--- config.mk ---
export PLATFORM = sky130hd
export DESIGN_NAME = sprite_frame_animation_sequencer_core_flat
export DESIGN_NICKNAME = d
export VERILOG_FILES = /design/src/sfas_pkg.sv /design/src/sfas_ifs.sv /design/src/sprite_frame_animation_sequencer_core.sv /design/src/sfas_cfg_regs.sv /design/src/sfas_in_reg.sv /design/src/sfas_step.sv /design/src/flat_wrapper.sv
export SDC_FILE = /design/constraint.sdc
export NUM_CORES = 1
export LEC_CHECK = 0
export BUFFER_PORTS_ARGS = -buffer_cell sky130_fd_sc_hd__buf_2
export CAP_MARGIN = 15
export CORE_MARGIN = 10
export CORE_UTILIZATION = 30
export CTS_CLUSTER_DIAMETER = 30
export DETAILED_ROUTE_END_ITERATION = 8
export PLACE_DENSITY = 0.54
export SLEW_MARGIN = 10
export SYNTH_ARGS = -nofsm -noshare
export SYNTH_HDL_FRONTEND = slang
export SYNTH_SLANG_ARGS = --single-unit
--- constraint.sdc ---
create_clock -name clk -period 19.7 [get_ports clk]
set_input_delay 0 -clock clk [delete_from_list [all_inputs] [get_ports clk]]
set_output_delay 0 -clock clk [all_outputs]
set_load 0.05 [all_outputs]
--- src/sfas_pkg.sv ---
// ----------------------------------------------------------------------------
// Sprite frame animation sequencer package
// Shared widths, register and command codes, and word types.
// ----------------------------------------------------------------------------
package sfas_pkg;

	localparam int FRAC_BITS  = 16;
	localparam int POS_BITS   = FRAC_BITS + 12;
	localparam int FRAME_BITS = POS_BITS - FRAC_BITS;
	localparam int CALC_BITS  = FRAME_BITS + 1;
	localparam int PROD_BITS  = 24;
	localparam int SHL        = (FRAC_BITS >= 16) ? FRAC_BITS - 16 : 0;
	localparam int SHR        = (FRAC_BITS < 16) ? 16 - FRAC_BITS : 0;

	localparam int CFG_IDX_BITS  = 3;
	localparam int CFG_DATA_BITS = 9;

	localparam logic [CFG_IDX_BITS-1:0] REG_FPS    = 3'd0;
	localparam logic [CFG_IDX_BITS-1:0] REG_START  = 3'd1;
	localparam logic [CFG_IDX_BITS-1:0] REG_COUNT  = 3'd2;
	localparam logic [CFG_IDX_BITS-1:0] REG_MODE   = 3'd3;
	localparam logic [CFG_IDX_BITS-1:0] REG_REPEAT = 3'd4;

	localparam logic [1:0] MODE_NORMAL    = 2'd0;
	localparam logic [1:0] MODE_REVERSED  = 2'd1;
	localparam logic [1:0] MODE_PING_PONG = 2'd2;

	localparam logic FUNC_TICK = 1'b0;
	localparam logic FUNC_PLAY = 1'b1;

	typedef logic [POS_BITS-1:0] pos_t;
	typedef logic signed [CALC_BITS-1:0] frame_t;

	typedef struct packed {
		logic [7:0] frames_per_second;
		logic [7:0] start_frame;
		logic [8:0] frame_count;
		logic [1:0] anim_mode;
		logic [7:0] repeat_limit;
	} cfg_t;

	typedef struct packed {
		logic [8:0] frame_index;
		logic       active;
		logic       reached_end;
		logic       moving_backward;
	} result_t;

	// Handshake between the input register and the step stage.
	typedef struct packed {
		logic valid;
		logic take;
	} stage_ctl_t;

endpackage

--- src/sfas_ifs.sv ---
// ----------------------------------------------------------------------------
// Sprite frame animation sequencer channel interfaces
// Valid/ready channels for command words and result words.
// ----------------------------------------------------------------------------
interface sfas_in_if;
	logic        valid;
	logic        ready;
	logic        func;
	logic [15:0] delta_time;

	modport source (output valid, func, delta_time, input ready);
	modport sink (input valid, func, delta_time, output ready);
endinterface

interface sfas_out_if;
	logic       valid;
	logic       ready;
	logic [8:0] frame_index;
	logic       active;
	logic       reached_end;
	logic       moving_backward;

	modport source (output valid, frame_index, active, reached_end, moving_backward,
		input ready);
	modport sink (input valid, frame_index, active, reached_end, moving_backward,
		output ready);
endinterface

--- src/sprite_frame_animation_sequencer_core.sv ---
// ----------------------------------------------------------------------------
// Sprite frame animation sequencer core
// Advances a fixed-point sprite frame position once per tick word, with
// normal, reversed and ping-pong modes and a repeat limit.
// ----------------------------------------------------------------------------
//  channel   dir  payload                                          handshake
//  items     in   func, delta_time                                 valid/ready
//  results   out  frame_index, active, reached_end, moving_backward valid/ready
//  cfg       in   cfg_index, cfg_data                              cfg_we
//
// One word is accepted per cycle while ready is high; its result passes
// through the input register, then the step stage into the result register.
// The increment multiply sits in the input register stage and the position
// update in the step stage, so each stage is one operation deep.
// Reset clears the animation state to frame zero, forward and active.
// A stalled result holds the step stage; an empty input register still
// takes one more word, and ready stays low while it holds a word.
module sprite_frame_animation_sequencer_core (
	input  logic                                clk,
	input  logic                                arst_n,
	input  logic                                cfg_we,
	input  logic [sfas_pkg::CFG_IDX_BITS-1:0]  cfg_index,
	input  logic [sfas_pkg::CFG_DATA_BITS-1:0] cfg_data,
	sfas_in_if.sink                             items,
	sfas_out_if.source                          results
);
	import sfas_pkg::*;

	cfg_t       cfg;
	stage_ctl_t ctl;
	logic       valid_s1;
	logic       func_s1;
	pos_t       inc_s1;

	sfas_cfg_regs u_cfg (
		.clk       (clk),
		.arst_n    (arst_n),
		.cfg_we    (cfg_we),
		.cfg_index (cfg_index),
		.cfg_data  (cfg_data),
		.cfg       (cfg)
	);

	sfas_in_reg u_in (
		.clk               (clk),
		.arst_n            (arst_n),
		.frames_per_second (cfg.frames_per_second),
		.items             (items),
		.take              (ctl.take),
		.valid_s1          (valid_s1),
		.func_s1           (func_s1),
		.inc_s1            (inc_s1)
	);

	sfas_step u_step (
		.clk      (clk),
		.arst_n   (arst_n),
		.cfg      (cfg),
		.valid_s1 (valid_s1),
		.func_s1  (func_s1),
		.inc_s1   (inc_s1),
		.ctl      (ctl),
		.results  (results)
	);

endmodule

--- src/sfas_cfg_regs.sv ---
// ----------------------------------------------------------------------------
// Sprite frame animation sequencer configuration registers
// Write-only register file decoded from the register index.
// ----------------------------------------------------------------------------
module sfas_cfg_regs (
	input  logic                                clk,
	input  logic                                arst_n,
	input  logic                                cfg_we,
	input  logic [sfas_pkg::CFG_IDX_BITS-1:0]  cfg_index,
	input  logic [sfas_pkg::CFG_DATA_BITS-1:0] cfg_data,
	output sfas_pkg::cfg_t                      cfg
);
	import sfas_pkg::*;

	cfg_t cfg_q;

	always_ff @(posedge clk or negedge arst_n) begin
		if (!arst_n) begin
			cfg_q.frames_per_second <= '0;
			cfg_q.start_frame       <= '0;
			cfg_q.frame_count       <= 9'd1;
			cfg_q.anim_mode         <= MODE_NORMAL;
			cfg_q.repeat_limit      <= '0;
		end else if (cfg_we) begin
			unique case (cfg_index)
				REG_FPS:    cfg_q.frames_per_second <= cfg_data[7:0];
				REG_START:  cfg_q.start_frame       <= cfg_data[7:0];
				REG_COUNT:  cfg_q.frame_count       <= cfg_data[8:0];
				REG_MODE:   cfg_q.anim_mode         <= cfg_data[1:0];
				REG_REPEAT: cfg_q.repeat_limit      <= cfg_data[7:0];
				default: ;
			endcase
		end
	end

	assign cfg = cfg_q;

endmodule

--- src/sfas_in_reg.sv ---
// ----------------------------------------------------------------------------
// Sprite frame animation sequencer input register
// Captures an accepted word and forms the frame-position increment.
// ----------------------------------------------------------------------------
module sfas_in_reg (
	input  logic                      clk,
	input  logic                      arst_n,
	input  logic [7:0]                frames_per_second,
	sfas_in_if.sink                   items,
	input  logic                      take,
	output logic                      valid_s1,
	output logic                      func_s1,
	output sfas_pkg::pos_t            inc_s1
);
	import sfas_pkg::*;

	logic                 v_s1;
	logic [PROD_BITS-1:0] prod;
	pos_t                 inc;

	assign items.ready = !v_s1 || take;

	// The user is to hold the rate still while words are in flight (this
	// block does not enforce it), so the product can be formed on entry.
	always_comb begin
		prod = PROD_BITS'(frames_per_second) * PROD_BITS'(items.delta_time);
		if (FRAC_BITS >= 16) begin
			inc = POS_BITS'(prod) << SHL;
		end else begin
			inc = POS_BITS'(prod >> SHR);
		end
	end

	always_ff @(posedge clk or negedge arst_n) begin
		if (!arst_n) begin
			v_s1 <= 1'b0;
		end else if (items.ready) begin
			v_s1 <= items.valid;
		end
	end

	always_ff @(posedge clk) begin
		if (items.valid && items.ready) begin
			func_s1 <= items.func;
			inc_s1  <= inc;
		end
	end

	assign valid_s1 = v_s1;

endmodule

--- src/sfas_step.sv ---
// ----------------------------------------------------------------------------
// Sprite frame animation sequencer step stage
// Holds the animation state, applies one word and registers the result.
// ----------------------------------------------------------------------------
module sfas_step (
	input  logic                 clk,
	input  logic                 arst_n,
	input  sfas_pkg::cfg_t       cfg,
	input  logic                 valid_s1,
	input  logic                 func_s1,
	input  sfas_pkg::pos_t       inc_s1,
	output sfas_pkg::stage_ctl_t ctl,
	sfas_out_if.source           results
);
	import sfas_pkg::*;

	pos_t       pos_q;
	logic       dir_q;
	logic       active_q;
	logic [7:0] wrap_q;

	result_t    res_s2;
	logic       res_v_s2;

	logic       take;
	logic       tick;
	logic       back_eff;
	pos_t       delta;
	pos_t       sum;
	frame_t     f;
	frame_t     s_fr;
	frame_t     e_fr;
	frame_t     freeze;
	frame_t     new_frame;
	logic       set_pos;
	logic       reached;
	logic       dir_n;
	logic       active_n;
	logic [7:0] wrap_inc;
	logic [7:0] wrap_n;
	pos_t       pos_n;

	assign take = valid_s1 && (!res_v_s2 || results.ready);
	assign ctl  = '{valid: valid_s1, take: take};

	always_comb begin
		tick     = (func_s1 == FUNC_TICK) && active_q;
		back_eff = (cfg.anim_mode == MODE_REVERSED) ? 1'b1 : dir_q;
		delta    = tick ? inc_s1 : '0;
		sum      = back_eff ? pos_q - delta : pos_q + delta;

		// Integer frame, truncated towards zero.
		f = {sum[POS_BITS-1], sum[POS_BITS-1:FRAC_BITS]}
			+ CALC_BITS'(sum[POS_BITS-1] && (|sum[FRAC_BITS-1:0]));

		s_fr = frame_t'({1'b0, cfg.start_frame});
		e_fr = s_fr + frame_t'({1'b0, cfg.frame_count}) - frame_t'(1);

		set_pos   = 1'b0;
		new_frame = f;
		reached   = 1'b0;
		freeze    = e_fr;
		dir_n     = dir_q;
		active_n  = active_q;
		wrap_inc  = (wrap_q == 8'hFF) ? wrap_q : wrap_q + 8'd1;
		wrap_n    = wrap_q;
		pos_n     = pos_q;

		if (func_s1 == FUNC_PLAY) begin
			set_pos   = 1'b1;
			new_frame = s_fr;
			dir_n     = 1'b0;
			active_n  = 1'b1;
		end else if (active_q) begin
			pos_n = sum;
			case (cfg.anim_mode)
				MODE_REVERSED: begin
					dir_n  = 1'b1;
					freeze = s_fr;
					if (f < s_fr) begin
						set_pos   = 1'b1;
						new_frame = e_fr;
						reached   = 1'b1;
					end
				end
				MODE_PING_PONG: begin
					if (!dir_q && (f > e_fr)) begin
						set_pos   = 1'b1;
						new_frame = e_fr;
						dir_n     = 1'b1;
						reached   = 1'b1;
					end else if (dir_q && (f < s_fr)) begin
						set_pos   = 1'b1;
						new_frame = s_fr;
						dir_n     = 1'b0;
						reached   = 1'b1;
					end
					freeze = dir_n ? s_fr : e_fr;
				end
				default: begin
					if (f > e_fr) begin
						set_pos   = 1'b1;
						new_frame = s_fr;
						reached   = 1'b1;
					end
				end
			endcase

			if (reached && (cfg.repeat_limit != 8'd0)) begin
				wrap_n = wrap_inc;
				if (wrap_inc >= cfg.repeat_limit) begin
					set_pos   = 1'b1;
					new_frame = freeze;
					active_n  = 1'b0;
				end
			end
		end

		if (set_pos) begin
			pos_n = {new_frame[FRAME_BITS-1:0], {FRAC_BITS{1'b0}}};
		end
	end

	always_ff @(posedge clk or negedge arst_n) begin
		if (!arst_n) begin
			pos_q    <= '0;
			dir_q    <= 1'b0;
			active_q <= 1'b1;
			wrap_q   <= '0;
			res_v_s2 <= 1'b0;
		end else begin
			if (take) begin
				pos_q    <= pos_n;
				dir_q    <= dir_n;
				active_q <= active_n;
				wrap_q   <= wrap_n;
			end
			if (take) begin
				res_v_s2 <= 1'b1;
			end else if (results.ready) begin
				res_v_s2 <= 1'b0;
			end
		end
	end

	always_ff @(posedge clk) begin
		if (take) begin
			res_s2.frame_index     <= new_frame[8:0];
			res_s2.active          <= active_n;
			res_s2.reached_end     <= reached;
			res_s2.moving_backward <= dir_n;
		end
	end

	assign results.valid           = res_v_s2;
	assign results.frame_index     = res_s2.frame_index;
	assign results.active          = res_s2.active;
	assign results.reached_end     = res_s2.reached_end;
	assign results.moving_backward = res_s2.moving_backward;

endmodule

--- src/flat_wrapper.sv ---
// flat-port wrapper written by rule: the top's interface ports become plain ports
module sprite_frame_animation_sequencer_core_flat import sfas_pkg::*;
  (clk, arst_n, cfg_we, cfg_index, cfg_data, items_valid, items_func, items_delta_time, items_ready, results_valid, results_frame_index, results_active, results_reached_end, results_moving_backward, results_ready);
  sfas_in_if items_i ();
  sfas_out_if results_i ();
  input  logic clk;
  input  logic arst_n;
  input  logic cfg_we;
  input  logic [sfas_pkg::CFG_IDX_BITS-1:0] cfg_index;
  input  logic [sfas_pkg::CFG_DATA_BITS-1:0] cfg_data;
  input wire logic [$bits(items_i.valid)-1:0] items_valid;
  input wire logic [$bits(items_i.func)-1:0] items_func;
  input wire logic [$bits(items_i.delta_time)-1:0] items_delta_time;
  output wire logic [$bits(items_i.ready)-1:0] items_ready;
  output wire logic [$bits(results_i.valid)-1:0] results_valid;
  output wire logic [$bits(results_i.frame_index)-1:0] results_frame_index;
  output wire logic [$bits(results_i.active)-1:0] results_active;
  output wire logic [$bits(results_i.reached_end)-1:0] results_reached_end;
  output wire logic [$bits(results_i.moving_backward)-1:0] results_moving_backward;
  input wire logic [$bits(results_i.ready)-1:0] results_ready;
  assign items_i.valid = items_valid;
  assign items_i.func = items_func;
  assign items_i.delta_time = items_delta_time;
  assign items_ready = items_i.ready;
  assign results_valid = results_i.valid;
  assign results_frame_index = results_i.frame_index;
  assign results_active = results_i.active;
  assign results_reached_end = results_i.reached_end;
  assign results_moving_backward = results_i.moving_backward;
  assign results_i.ready = results_ready;
  sprite_frame_animation_sequencer_core u_core (.clk(clk), .arst_n(arst_n), .cfg_we(cfg_we), .cfg_index(cfg_index), .cfg_data(cfg_data), .items(items_i), .results(results_i));
endmodule
# Word-level counts from Yosys, hierarchy flattened
# Cells that the tools add are included.
# classes
n_mux,43
reduce_logical,25
multipliers,1
n_eq_ne,8
order_cmp,3
n_bitwise,2
addsub,6
# ops
cell,n
28-bit 2-to-1 mux,4
12-bit 2-to-1 mux,9
12-bit case mux with 2 select lines,2
28-bit by 24-bit adder with 28-bit output,1
28-bit by 24-bit subtractor with 28-bit output,1
8-bit by 16-bit multiplier with 24-bit output,1
1-bit 2-to-1 mux,24
24-bit 2-to-1 mux,1
16-bit OR reduction,1
12-bit by 2-bit adder with 13-bit output,1
13-bit by 11-bit greater-than comparator with 1-bit output,1
13-bit by 9-bit < comparator with 1-bit output,1
10-bit by 1-bit subtractor with 11-bit output (second input constant),1
8-bit by 9-bit adder with 10-bit output,1
2-bit AND reduction,5
8-bit by 1-bit adder with 8-bit output (second input constant),1
8-bit == test (second input constant),1
8-bit >= comparator,1
8-bit 2-to-1 mux,1
8-bit nonzero test,1
1-bit logical AND,7
3-bit by 2-bit == test with 1-bit output (second input constant),2
1-bit case mux with 2 select lines,2
4-bit AND reduction,1
other kinds (12),17
# totals
in_bits,34
reg_bits,112
out_inout_bits,14

# Longest topological paths before layout
# Gate-level depths: netlist (run 1).
# logic_depth
ltp_word,22
ltp_mapped,48

# Cells and area by module
# A second synthesis (run 1) with hierarchy kept.
# hier_totals
hier_cells,1601
hier_area_um2,13912.1
# modules_own_cells
module,seq_area_each_um2,cells_per_inst,instances,area_each_um2
sfas_step,1337.5,1010,1,7679.9
sfas_in_reg,775.7,513,1,4878.4
sfas_cfg_regs,877.1,78,1,1353.8

# Least setup slack after synthesis (run 1)
# Ideal clock, no wire load.
# synth_timing
kind,reg2reg
startpoint,reg u_core.u_step.active_q
endpoint,"reg, netlist name u_core.u_step.results.frame_index[0]"
required_time_ns,19.441
path_slack_ns,10.376
arrival_time_ns,9.065
stages_incl_launch_ff,47
period_less_slack_ns,9.324
path_buffers,5
path_cell_list,dfstp_2 -> clkbuf_1 -> inv_1 -> nor2_1 -> clkbuf_1 -> buf_1 -> nand2_1 -> ha_1 -> o21a_1 -> nand3_1 -> nand2_1 -> nand2_1 -> o211ai_1 -> ha_1 -> buf_2 -> a21oi_1 -> o31ai_2 -> a31oi_1 -> (+11 left out) -> a21oi_2 -> nand3_2 -> nor3_1 -> nand2_1 -> xor2_1 -> inv_1 -> ha_1 -> and3_1 -> and3_1 -> a2111oi_0 -> o311ai_2 -> a21oi_4 -> o22a_2 -> buf_2 -> o221ai_1 -> a211o_1 -> a22o_1 -> a211o_1
# synth_between
elab_chain_len,20
# synth_rtl
item,line_no,rtl
from (decl),sfas_step.sv:19,logic active_q;
from (signal assigned),sfas_step.sv:135,active_q <= active_n;
1-bit logical AND,sfas_step.sv:47,tick = (func_s1 == FUNC_TICK) && active_q;
24-bit 2-to-1 mux,sfas_step.sv:49,delta = tick ? inc_s1 : '0;
28-bit by 24-bit adder with 28-bit output or 28-bit by 24-bit subtractor with 28-bit output (tied branches),sfas_step.sv:50,sum = back_eff ? pos_q - delta : pos_q + delta;
28-bit 2-to-1 mux,sfas_step.sv:50,
16-bit OR reduction,sfas_step.sv:54,+ CALC_BITS'(sum[POS_BITS-1] && (|sum[FRAC_BITS-1:0]));
1-bit logical AND,sfas_step.sv:54,
12-bit by 2-bit adder with 13-bit output,sfas_step.sv:54,
13-bit by 9-bit < comparator with 1-bit output,"sfas_step.sv:80, sfas_step.sv:92",
(+5 left out),n/a,
1-bit 2-to-1 mux,sfas_step.sv:69,if (func_s1 == FUNC_PLAY) begin
12-bit 2-to-1 mux,sfas_step.sv:98,freeze = dir_n ? s_fr : e_fr;
12-bit case mux with 2 select lines,sfas_step.sv:76,case (cfg.anim_mode)
12-bit 2-to-1 mux,sfas_step.sv:111,if (wrap_inc >= cfg.repeat_limit) begin
12-bit 2-to-1 mux,sfas_step.sv:109,if (reached && (cfg.repeat_limit != 8'd0)) begin
12-bit 2-to-1 mux *,sfas_step.sv:74,end else if (active_q) begin
12-bit 2-to-1 mux *,sfas_step.sv:69,
named net u_core.u_step.new_frame[0],sfas_step.sv:34,frame_t new_frame;
# The timed path passes the listed nets; every way through them passes the cells marked *. The select of a mux whose other input is x is not followed.
# A chain may end at the register's enable or synchronous reset.

# Worst setup path after layout (run 1)
# layout_timing
startpoint,reg u_core.u_in.func_s1
endpoint,"reg, netlist name u_core.u_step.results.frame_index[4]"
# layout_between
elab_chain_len,21
# layout_rtl
item,line_no,rtl
from (decl),sfas_in_reg.sv:12,"output logic func_s1,"
from (signal assigned),sfas_in_reg.sv:44,func_s1 <= items.func;
1-bit inverter (no source line),n/a,
1-bit logical AND,sfas_step.sv:47,
24-bit 2-to-1 mux,sfas_step.sv:49,
28-bit by 24-bit adder with 28-bit output or 28-bit by 24-bit subtractor with 28-bit output (tied branches),sfas_step.sv:50,
28-bit 2-to-1 mux,sfas_step.sv:50,
16-bit OR reduction,sfas_step.sv:54,
1-bit logical AND,sfas_step.sv:54,
12-bit by 2-bit adder with 13-bit output,sfas_step.sv:54,
(+6 left out),n/a,
1-bit 2-to-1 mux,sfas_step.sv:69,
12-bit 2-to-1 mux,sfas_step.sv:98,
12-bit case mux with 2 select lines,sfas_step.sv:76,
12-bit 2-to-1 mux,sfas_step.sv:111,
12-bit 2-to-1 mux,sfas_step.sv:109,
12-bit 2-to-1 mux,sfas_step.sv:74,
12-bit 2-to-1 mux *,sfas_step.sv:69,
named net u_core.u_step.new_frame[4],sfas_step.sv:34,
# Marked as above.

==> parameters.txt, run 1 <==
Parameter                              Value

CTS
  CTS Root Buffer Type    sky130_fd_sc_hd__clkbuf_16
  Clk sinks    roughly 110
  Setup Buffers After CTS    0
  Clock tree from TritonCTS    done
  Clock latency on the worst-skew pair    between 300 and 400 ps
  Clock transition at the registers of the reported paths    about 90 ps
  Clock buffers created by TritonCTS    9
  Clock tree buffer depth    2
  Number of H-tree branching levels    3

Placed design
  Placement Cell Area    ~0.014 mm²
  Half-perimeter wire length after placement    approximately 30,000 µm
  Weighted congestion at the end of routability-driven global placement    0.914
  Count of port buffers added during placement    between 40 and 50

Synthesis
  Count of unique library cells instantiated by Yosys    107
  Mean Syn Cell Area    8.81 µm²
  Mux contribution to synthesized area    roughly 2.5%
  Synthesized netlist net count    around 1,700
  Share of async-settable or async-resettable flops after synthesis    67.0%
  Number of instances in the synthesized netlist    approximately 1,500
  Post-synthesis cell area    0.0131 mm²
  Flops & latches, synth    between 100 and 150
  Register area share after synthesis    roughly 23%
  Main combinational cell family by area after synthesis    adder cells
  Yosys warning total    0
  Post-synth EDFFs    37
  Xor/xnor cell area share of the yosys netlist    under 10%
  Complex-gate fraction of the synthesized area    just over 20%
  Adder-cell share of the synthesized area    approximately 25%
  Flip-flop cell with the highest count after synthesis    sky130_fd_sc_hd__dfrtp_1
  Simple-gate portion of the synthesized area    17.9%

Timing
  Final-report setup violation count    0
  Final-layout worst hold slack    between 40 and 50 ps
  Sum of negative setup slack    0 ps
  Unrepaired setup endpoints after global routing    no
  Tightest Pin Transition    1060 ps
  Number of pins with negative max-slew slack in the final report    0
  Worst slew margin    about 29%
  Final cycle utilization of the critical path    between 50% and 60%
  Clock Skew    15.8 ps
  Time the final worst path needs with I/O delays and setup    about 11,000 ps
  Top achievable clock speed    between 90 and 100 MHz
  Fin. Hold Viols    0

Finish
  Fin util    approximately a third
  Final Net Count    between 1,500 and 2,000
  N_diodes    0
  Area growth, synth to finish    10.2%
  Fraction of final layout cells with drive strength greater than 1    a little over 10%
  Commonest non-fill, non-tap cells in the layout    sky130_fd_sc_hd__nand2_1 (183), sky130_fd_sc_hd__inv_1 (165), sky130_fd_sc_hd__ha_1 (120)
  Commonest non-fill, non-tap cell in the layout    sky130_fd_sc_hd__nand2_1
  Final design instance area without fill    approximately 0.014 mm²

Global route
  Maximum number of pins on one net before global-route repair    42
  All-Layer GR Usage    roughly 15%
  Total grt overflow    0
  Number of global-route vias before repair    about 11,000
  Number of antenna violations at the first check in global routing    0
  Global-route wire length before repair    62,500 µm

Routing
  Average routed wire per standard cell    about 18 µm
  Count of nets left with antenna violations after detail routing    0
  Residual DRC    0
  Routed vias/inst    just over 5
  Detailed router's first-iteration violation count    roughly 870
  Total length of routed wires    approximately 38,000 µm
  Via count    ~11,000
  Total iterations of the first detailed-routing run    5

Floorplanning
  Full die area    ~0.052 mm²
  Initial core utilization    between 30% and 40%
  Floorplan core area    ~0.043 mm²
  Width of the die    between 200 and 250 µm
  Boundary Pins    between 40 and 50
  Row Count    76
  Y dimension of the die    between 200 and 250 µm

Setup path
  CP max-delay cell    sky130_fd_sc_hd__nor3_2
  Critical path type    flip-flop to flip-flop
  Data arrival time of the worst path    about 11,000 ps
  Type of element launching the critical path    flip-flop
  Slowest cell delay on critical path    890 ps
  Worst Path Max Fanout    19
  Setup crit end kind    flip-flop
  CP most frequent cell    sky130_fd_sc_hd__nand2_1
  Data required time at the worst endpoint    between 15,000 and 20,000 ps

Job
  Max capacitance violation total    0

Run status
  Outcome    finished clean

Min path
  Class of the tightest hold or removal check    primary input to flip-flop
-- flip-flops by register name, indices dropped and copies added (netlist names) --
register and cells:
u_core.u_cfg.cfg 35, u_core.u_in.func_s1 1, u_core.u_in.inc_s1 24, u_core.u_in.valid_s1 1, u_core.u_step.active_q 1, u_core.u_step.dir_q 1
u_core.u_step.pos_q 28, u_core.u_step.results.active 1, u_core.u_step.results.frame_index 9, u_core.u_step.results.moving_backward 1, u_core.u_step.results.reached_end 1, u_core.u_step.results.valid 1
u_core.u_step.wrap_q 8
-- per-layer routing --
layer | GRT usage, % | vias to the layer above | routed length, µm
li1 | - | 5265 | -
met1 | 21.0 | 5380 | 19000
met2 | 22.6 | 264 | 16900
met3 | 2.35 | 34 | 1790
met4 | 3.23 | 0 | 550
met5 | 0 | - | 0
-- Yosys cell counts, drive strengths merged (14+ instances only) --
cell / number / area [µm²]
nand3: 31 / 165
a21o: 18 / 135
inv: 165 / 619
nor3: 27 / 151
nor2: 80 / 310
nand2: 183 / 687
mux2: 21 / 236
clkbuf: 36 / 135
dfrtp: 73 / 1830
nor2b: 15 / 109
a22o: 18 / 158
o21ai: 98 / 490
and2: 61 / 382
o21a: 14 / 105
xnor2: 50 / 445
xor2: 21 / 191
o211ai: 18 / 154
ha: 120 / 1500
fa: 86 / 1720
a21oi: 78 / 420
edfxtp: 37 / 1110
-- final timing paths --
path	startpoint	end	slack, ps	depth (start not counted)
max	u_core.u_in.func_s1	u_core.u_step.results.frame_index[4]	8770	39
min	items_delta_time[0]	u_core.u_in.inc_s1[0]	50	2
max reg2reg	u_core.u_in.func_s1	u_core.u_step.results.frame_index[4]	8770	39
min reg2reg	u_core.u_step.pos_q[2]	u_core.u_step.pos_q[2]	500	2
max in group asynchronous	arst_n	u_core.u_step.pos_q[14]	18590	3
min in group asynchronous	arst_n	u_core.u_step.wrap_q[1]	130	2
-- through the flow --
step,cells,setup slack (ps)
2_1_floorplan,1482,10380
3_5_place_dp,2076,9020
6_report,2107,8770
5_1_grt,2107,7920
3_3_place_gp,2076,9320
4_1_cts,2106,9000
-- worst max-delay path, delay by kind of cell (launching register included) --
family | cells | cell delay [ps]
multiplexers | 1 | 120
AND/OR/NAND/NOR | 14 | 3370
adder cells (fa/ha/maj) | 4 | 1110
XOR/XNOR | 2 | 520
flip-flops | 1 | 810
buffers and inverters | 2 | 360
AO/OA/AOI/OAI | 16 | 4320
-- cells by family after synthesis --
group                    count (synthesis)
XOR/XNOR                                71
buffers and inverters                  215
multiplexers                            30
adder cells (fa/ha/maj)                207
AND/OR/NAND/NOR                        472
AO/OA/AOI/OAI                          375
flip-flops                             112
-- cell type report --
cell class,count,area [µm²]
clock inverter,7,86.3
fill,4544,28700
timing repair buffer,73,475
multi-input combinational,1155,9260
sequential,112,2990
tap,585,732
inverter,166,623
clock buffer,9,225
-- what timing repair did --
action	in CTS	in global routing
hold buffers	14	0
endpoints found under the hold margin	69	0
gates resized for setup	0	0
Power of run 1 is left out: the tool's default activity adds up to more than one toggle a clock period on the data nets, which glitch-free logic cannot reach.
==> run 2: changes to the inputs <==
Settings changed: PLACE_DENSITY 0.54 to 0.55.
Clock period 19.7 ns to 9.7 ns, I/O delays scaled along.
==> run 2 against run 1 <==
Count of clock-buffer cells in the layout is the same. Wire length increased by 3.2%. Critical path depth decreased by 2. Core utilization rose by 0.80 points. Critical endpoint is now u_core.u_step.pos_q[23]. Cell area is 2.4% higher. Worst hold slack better by 7.3 ps. Register-to-register slack worse by 8300 ps. Maximum frequency grew 19%. Highest routed layer unchanged. Cell count rose by 1.3%. Die area unchanged. Sequential share of layout area down 0.49 points.
==> parameters.txt, run 2 (synthesized netlist as in run 1, its figures left out) <==
Parameter                              Value

CTS
  Clk sinks    112 (unchanged)
  Clock latency on the worst-skew pair    370 ps (was 380 ps)
  Clock buffers created by TritonCTS    9 (unchanged)
  Number of H-tree branching levels    3 (unchanged)
  Clock transition at the registers of the reported paths    90 ps (about the same)
  Clock tree buffer depth    2 (unchanged)
  CTS Root Buffer Type    sky130_fd_sc_hd__clkbuf_16 (unchanged)
  Clock tree from TritonCTS    done (unchanged)

Job
  Max capacitance violation total    0 (unchanged)

Routing
  Total length of routed wires    39,400 µm (was 38,200 µm)
  Residual DRC    0 (unchanged)
  Detailed router's first-iteration violation count    852 (was 866)
  Total iterations of the first detailed-routing run    7 (was 5)
  Via count    11,200 (was 10,900)
  Routed vias/inst    5.22 (was 5.19)
  Average routed wire per standard cell    18.5 µm (was 18.1 µm)
  Count of nets left with antenna violations after detail routing    0 (unchanged)

Timing
  Sum of negative setup slack    0 ps (unchanged)
  Time the final worst path needs with I/O delays and setup    9190 ps (was 10,930 ps)
  Final-layout worst hold slack    53.7 ps (was 46.4 ps)
  Fin. Hold Viols    0 (unchanged)
  Worst slew margin    25.1% (was 29.1%)
  Final-report setup violation count    0 (unchanged)
  Number of pins with negative max-slew slack in the final report    0 (unchanged)
  Final cycle utilization of the critical path    94.7% (was 55.5%)
  Top achievable clock speed    109 MHz (was 91.5 MHz)
  Tightest Pin Transition    1120 ps (was 1060 ps)
  Clock Skew    13.7 ps (was 15.8 ps)

Min path
  Class of the tightest hold or removal check    primary input to flip-flop (unchanged)
  WHS Path Cells    2 (unchanged)
  Beginning of the worst hold path    items_delta_time[0] (unchanged)
  Endpoint of the worst hold path    u_core.u_in.inc_s1[0] (unchanged)

Global route
  Total grt overflow    0 (unchanged)
  Maximum number of pins on one net before global-route repair    66 (was 42)
  Number of global-route vias before repair    11,000 (about the same)
  Global-route wire length before repair    62,900 µm (was 62,500 µm)
  All-Layer GR Usage    14.9% (was 14.7%)
  Number of antenna violations at the first check in global routing    0 (unchanged)

Setup path
  Critical R2R Launch    u_core.u_in.inc_s1[4] (was u_core.u_in.func_s1)
  CP max-delay cell    sky130_fd_sc_hd__nor2_1 (was sky130_fd_sc_hd__nor3_2)
  Count of cells along the worst register-to-register path    37 (was 39)
  CP most frequent cell    sky130_fd_sc_hd__ha_1 (was sky130_fd_sc_hd__nand2_1)
  Data required time at the worst endpoint    9960 ps (was 19,820 ps)
  Endpoint of the worst register-to-register path    u_core.u_step.pos_q[23] (was u_core.u_step.results.frame_index[4])
  Slowest cell delay on critical path    800 ps (was 890 ps)
  Type of element launching the critical path    flip-flop (unchanged)
  Setup crit end kind    flip-flop (unchanged)
  Critical path type    flip-flop to flip-flop (unchanged)
  Flop2flop setup slack    510 ps (was 8770 ps)
  Data arrival time of the worst path    9440 ps (was 11,040 ps)
  Worst Path Max Fanout    9 (was 19)

Run status
  Outcome    finished clean (unchanged)

Floorplanning
  Floorplan core area    0.0431 mm² (unchanged)
  Row Count    76 (unchanged)
  Initial core utilization    30.3% (unchanged)
  Width of the die    229 µm (unchanged)
  Boundary Pins    48 (unchanged)
  Full die area    0.0523 mm² (unchanged)
  Y dimension of the die    229 µm (unchanged)

Finish
  Final Net Count    1,784 (was 1,757)
  Commonest non-fill, non-tap cells in the layout    sky130_fd_sc_hd__nand2_1 (182), sky130_fd_sc_hd__inv_1 (165), sky130_fd_sc_hd__ha_1 (119) (was sky130_fd_sc_hd__nand2_1 (183), sky130_fd_sc_hd__inv_1 (165), sky130_fd_sc_hd__ha_1 (120))
  Max FFs per register    35 (unchanged)
  N_diodes    0 (unchanged)
  Sequential cell area in the final layout    0.00299 mm² (unchanged)
  Fraction of final layout cells with drive strength greater than 1    12.7% (was 10.1%)
  Area growth, synth to finish    12.8% (was 10.2%)
  Fill cell instance count of the final layout    4,443 (was 4,544)
  Commonest non-fill, non-tap cell in the layout    sky130_fd_sc_hd__nand2_1 (unchanged)
  Multi-input gate area    0.00938 mm² (was 0.00926 mm²)

Placed design
  Weighted congestion at the end of routability-driven global placement    0.929 (was 0.914)
  Half-perimeter wire length after placement    31,300 µm (was 30,300 µm)
  Count of port buffers added during placement    47 (unchanged)
==> run 2: worst max-delay path by stage <==
stage / slack (ps) / end / cells after the start / startpoint
after global placement: 160 / u_core.u_step.results.frame_index[5] / 40 / u_core.u_step.active_q
after detailed placement: -20 / u_core.u_step.pos_q[21] / 41 / u_core.u_step.active_q
final: 510 / u_core.u_step.pos_q[23] / 37 / u_core.u_in.inc_s1[4]
after CTS: 50 / u_core.u_step.results.frame_index[1] / 41 / u_core.u_step.active_q
after floorplan: 380 / u_core.u_step.results.frame_index[0] / 46 / u_core.u_step.active_q
after global routing: -30 / u_core.u_step.pos_q[23] / 42 / u_core.u_step.active_q
==> run 2: what timing repair did <==
action	CTS	global route
pin swaps	0	2
buffers inserted	0	4
hold buffers	15	0
setup endpoints to repair	5	48
endpoints found under the hold margin	46	0
resized for setup	2	23
==> run 2: metrics by stage <==
step / worst slack, ps / instance area [µm²] / util, % / cells
after global routing: -28.7 / 14700 / 34.2 / 2134
after CTS: 51.6 / 14600 / 33.8 / 2129
after global placement: 159 / 14100 / 32.7 / 2098
after detailed placement: -24.2 / 14100 / 32.7 / 2098
final: 512 / 14700 / 34.2 / 2134
after floorplan: 376 / 13100 / - / 1482
==> run 2: critical path, delay by kind of cell (launching register included) <==
| family | cells | cell delay [ps] |
|---|---|---|
| AOI/OAI and AO/OA | 15 | 3470 |
| muxes | 1 | 110 |
| DFF | 1 | 440 |
| buffers and inverters | 3 | 600 |
| adders and majority gates | 4 | 1100 |
| and+or+nand+nor | 11 | 2820 |
| xor gates and xnor gates | 3 | 510 |
==> run 2: cell type report <==
class / instances / share of cell area, %
inverters: 166 / 4.23
flip-flops and latches: 112 / 20.3
clock buffers: 9 / 1.53
multi-input cells: 1155 / 63.7
repair buffers: 100 / 4.62
clock inverters: 7 / 0.688
well taps: 585 / 4.97
==> run 2: per-layer routing <==
metal  share of wire (%)  vias to the layer above  GRT usage [%]
li1                    -                     5303              -
met1                  48                     5483           20.9
met2                  44                      328           23.0
met3                 6.1                       36           2.85
met4                 1.5                        0           3.29
met5                   0                        -              0
Power of run 2 is left out for the same reason.
==> run 3: changes to the inputs <==
Settings changed: PLACE_DENSITY 0.55 to default, PLACE_DENSITY_LB_ADDON from default to 0.12, RECOVER_POWER from default to 100.
==> run 3 against run 2 <==
Non-clock buffer count rose by 10. Critical endpoint is now u_core.u_step.results.frame_index[5]. Maximum frequency rose by 0.84%. First-iteration DRC count fell by 18%. Critical path depth rose by 2. Sequential share of layout area barely moved. Critical path type unchanged. Highest routed layer unchanged. The flow now finishes with violations (capacitance limit, slew limit). Die area did not move. Setup slack improved by 77 ps. Cell area barely moved. Core utilization barely moved.
==> parameters.txt, run 3 (synthesized netlist as in run 1, its figures left out) <==
Parameter                              Value

Global route
  Total grt overflow    0 (unchanged)
  Maximum number of pins on one net before global-route repair    53 (was 66)
  Global-route wire length before repair    64,600 µm (was 62,900 µm)
  Number of antenna violations at the first check in global routing    1 (was 0)
  All-Layer GR Usage    15.5% (was 14.9%)
  Number of global-route vias before repair    10,900 (was 11,000)

CTS
  Clock tree buffer depth    2 (unchanged)
  Clock latency on the worst-skew pair    400 ps (was 370 ps)
  Clock buffers created by TritonCTS    9 (unchanged)
  Clock transition at the registers of the reported paths    100 ps (was 90 ps)
  Number of H-tree branching levels    3 (unchanged)
  CTS Root Buffer Type    sky130_fd_sc_hd__clkbuf_16 (unchanged)
  Clk sinks    112 (unchanged)
  Clock tree from TritonCTS    done (unchanged)

Finish
  Commonest non-fill, non-tap cell in the layout    sky130_fd_sc_hd__nand2_1 (unchanged)
  Area growth, synth to finish    12.9% (was 12.8%)
  Commonest non-fill, non-tap cells in the layout    sky130_fd_sc_hd__nand2_1 (182), sky130_fd_sc_hd__inv_1 (165), sky130_fd_sc_hd__ha_1 (119) (unchanged)
  Max FFs per register    35 (unchanged)
  Final Net Count    1,794 (was 1,784)
  Fraction of final layout cells with drive strength greater than 1    11.7% (was 12.7%)
  N_diodes    0 (unchanged)
  Fill cell instance count of the final layout    4,513 (was 4,443)
  Finished Layout Cells    2,144 (was 2,134)

Timing
  Fin. Hold Viols    0 (unchanged)
  Tightest Pin Transition    3180 ps (was 1120 ps)
  Top achievable clock speed    110 MHz (was 109 MHz)
  Time the final worst path needs with I/O delays and setup    9110 ps (was 9190 ps)
  Final cycle utilization of the critical path    93.9% (was 94.7%)
  Setup ws final    589 ps (was 512 ps)
  Final-report setup violation count    0 (unchanged)
  Number of pins with negative max-slew slack in the final report    62 (was 0)
  Worst slew margin    -112% (was 25.1%)
  Clock Skew    18.9 ps (was 13.7 ps)
  Sum of negative setup slack    0 ps (unchanged)

Routing
  Via count    10,900 (was 11,200)
  Count of nets left with antenna violations after detail routing    0 (unchanged)
  Residual DRC    0 (unchanged)
  Detailed router's first-iteration violation count    697 (was 852)
  Total iterations of the first detailed-routing run    5 (was 7)
  Routed vias/inst    5.10 (was 5.22)
  Average routed wire per standard cell    19.0 µm (was 18.5 µm)
  Total length of routed wires    40,700 µm (was 39,400 µm)

Setup path
  Setup crit end kind    flip-flop (unchanged)
  CP max-delay cell    sky130_fd_sc_hd__edfxtp_1 (was sky130_fd_sc_hd__nor2_1)
  Slowest cell delay on critical path    430 ps (was 800 ps)
  Data required time at the worst endpoint    9820 ps (was 9960 ps)
  Type of element launching the critical path    flip-flop (unchanged)
  Data arrival time of the worst path    9230 ps (was 9440 ps)
  Critical path type    flip-flop to flip-flop (unchanged)
  Worst Path Max Fanout    12 (was 9)

Job
  Max capacitance violation total    2 (was 0)

Placed design
  Placed Cells    2,100 (was 2,098)
  Pre-CTS setup slack    116 ps (was -24.2 ps)
  Weighted congestion at the end of routability-driven global placement    0.918 (was 0.929)
  Count of port buffers added during placement    47 (unchanged)
  Half-perimeter wire length after placement    32,900 µm (was 31,300 µm)

Floorplanning
  Floorplan core area    0.0431 mm² (unchanged)
  Full die area    0.0523 mm² (unchanged)
  Y dimension of the die    229 µm (unchanged)
  Row Count    76 (unchanged)
  Width of the die    229 µm (unchanged)
  Boundary Pins    48 (unchanged)
  Initial core utilization    30.3% (unchanged)

Run status
  Violations in the final reports    capacitance limit, slew limit
  Outcome    complete, but fails checks (was finished clean)

Min path
  Class of the tightest hold or removal check    primary input to flip-flop (unchanged)
==> run 3: cell types whose count changed in the layout (fill, tap and decap cells not counted), moves of 2 or more <==
cell,previous run,this run
sky130_fd_sc_hd__clkbuf_1,0,19
sky130_fd_sc_hd__buf_2,46,30
sky130_fd_sc_hd__and2_0,0,8
sky130_fd_sc_hd__and2_1,61,53
sky130_fd_sc_hd__buf_4,38,45
sky130_fd_sc_hd__mux2_1,5,7
sky130_fd_sc_hd__mux2_2,16,14
sky130_fd_sc_hd__o21ai_1,10,12
sky130_fd_sc_hd__o21ai_2,3,1
==> run 3: worst paths after layout <==
check,from,cells after the start,slack [ps],to
max in group asynchronous,arst_n,3,5590,u_core.u_step.pos_q[0]
min reg2reg,u_core.u_step.pos_q[0],2,500,u_core.u_step.pos_q[0]
max reg2reg,u_core.u_in.inc_s1[4],39,590,u_core.u_step.results.frame_index[5]
min,items_delta_time[0],2,50,u_core.u_in.inc_s1[0]
max,u_core.u_in.inc_s1[4],39,590,u_core.u_step.results.frame_index[5]
min in group asynchronous,arst_n,2,430,u_core.u_step.wrap_q[0]
==> run 3: cell type report <==
type	instances	area [µm²]	share of cell area, %
well taps	585	732	4.96
repair buffers	110	727	4.93
multi-input cells	1155	9350	63.4
clock inverters	7	96.3	0.653
clock buffers	9	225	1.53
flip-flops and latches	112	2990	20.3
inverters	166	623	4.22
==> run 3: per-stage QoR <==
step                      utilization, %  hold slack, ps  cell area [µm²]
after floorplan                        -            -296            13100
after global placement              32.8           -76.4            14100
after detailed placement            32.8           -76.3            14100
after CTS                           33.8            22.6            14600
after global routing                34.2            80.8            14700
final                               34.2            46.3            14700
==> run 3: timing repair <==
| item | 4_1_cts | 5_1_grt |
|---|---|---|
| setup endpoints to repair | 0 | 49 |
| gates resized for setup | 0 | 22 |
| endpoints found under the hold margin | 61 | 0 |
| hold buffers | 14 | 0 |
| buffers inserted | 0 | 14 |
==> run 3: worst max-delay path: cells and delay by family, from the launching register on <==
family / cells / cell delay, ps
compound gates: 13 / 3260
simple gates: 14 / 2660
buf+inv: 4 / 630
fa+ha+maj: 4 / 1130
flops: 1 / 430
mux: 1 / 120
xor+xnor: 3 / 610
==> run 3: layer usage <==
| metal | routed length, µm | track usage [%] | vias to the layer above |
|---|---|---|---|
| li1 | - | - | 5317 |
| met1 | 19500 | 21.3 | 5299 |
| met2 | 18500 | 24.7 | 257 |
| met3 | 1850 | 2.52 | 51 |
| met4 | 840 | 4.21 | 0 |
| met5 | 0 | 0 | - |
Power of run 3 is left out for the same reason.
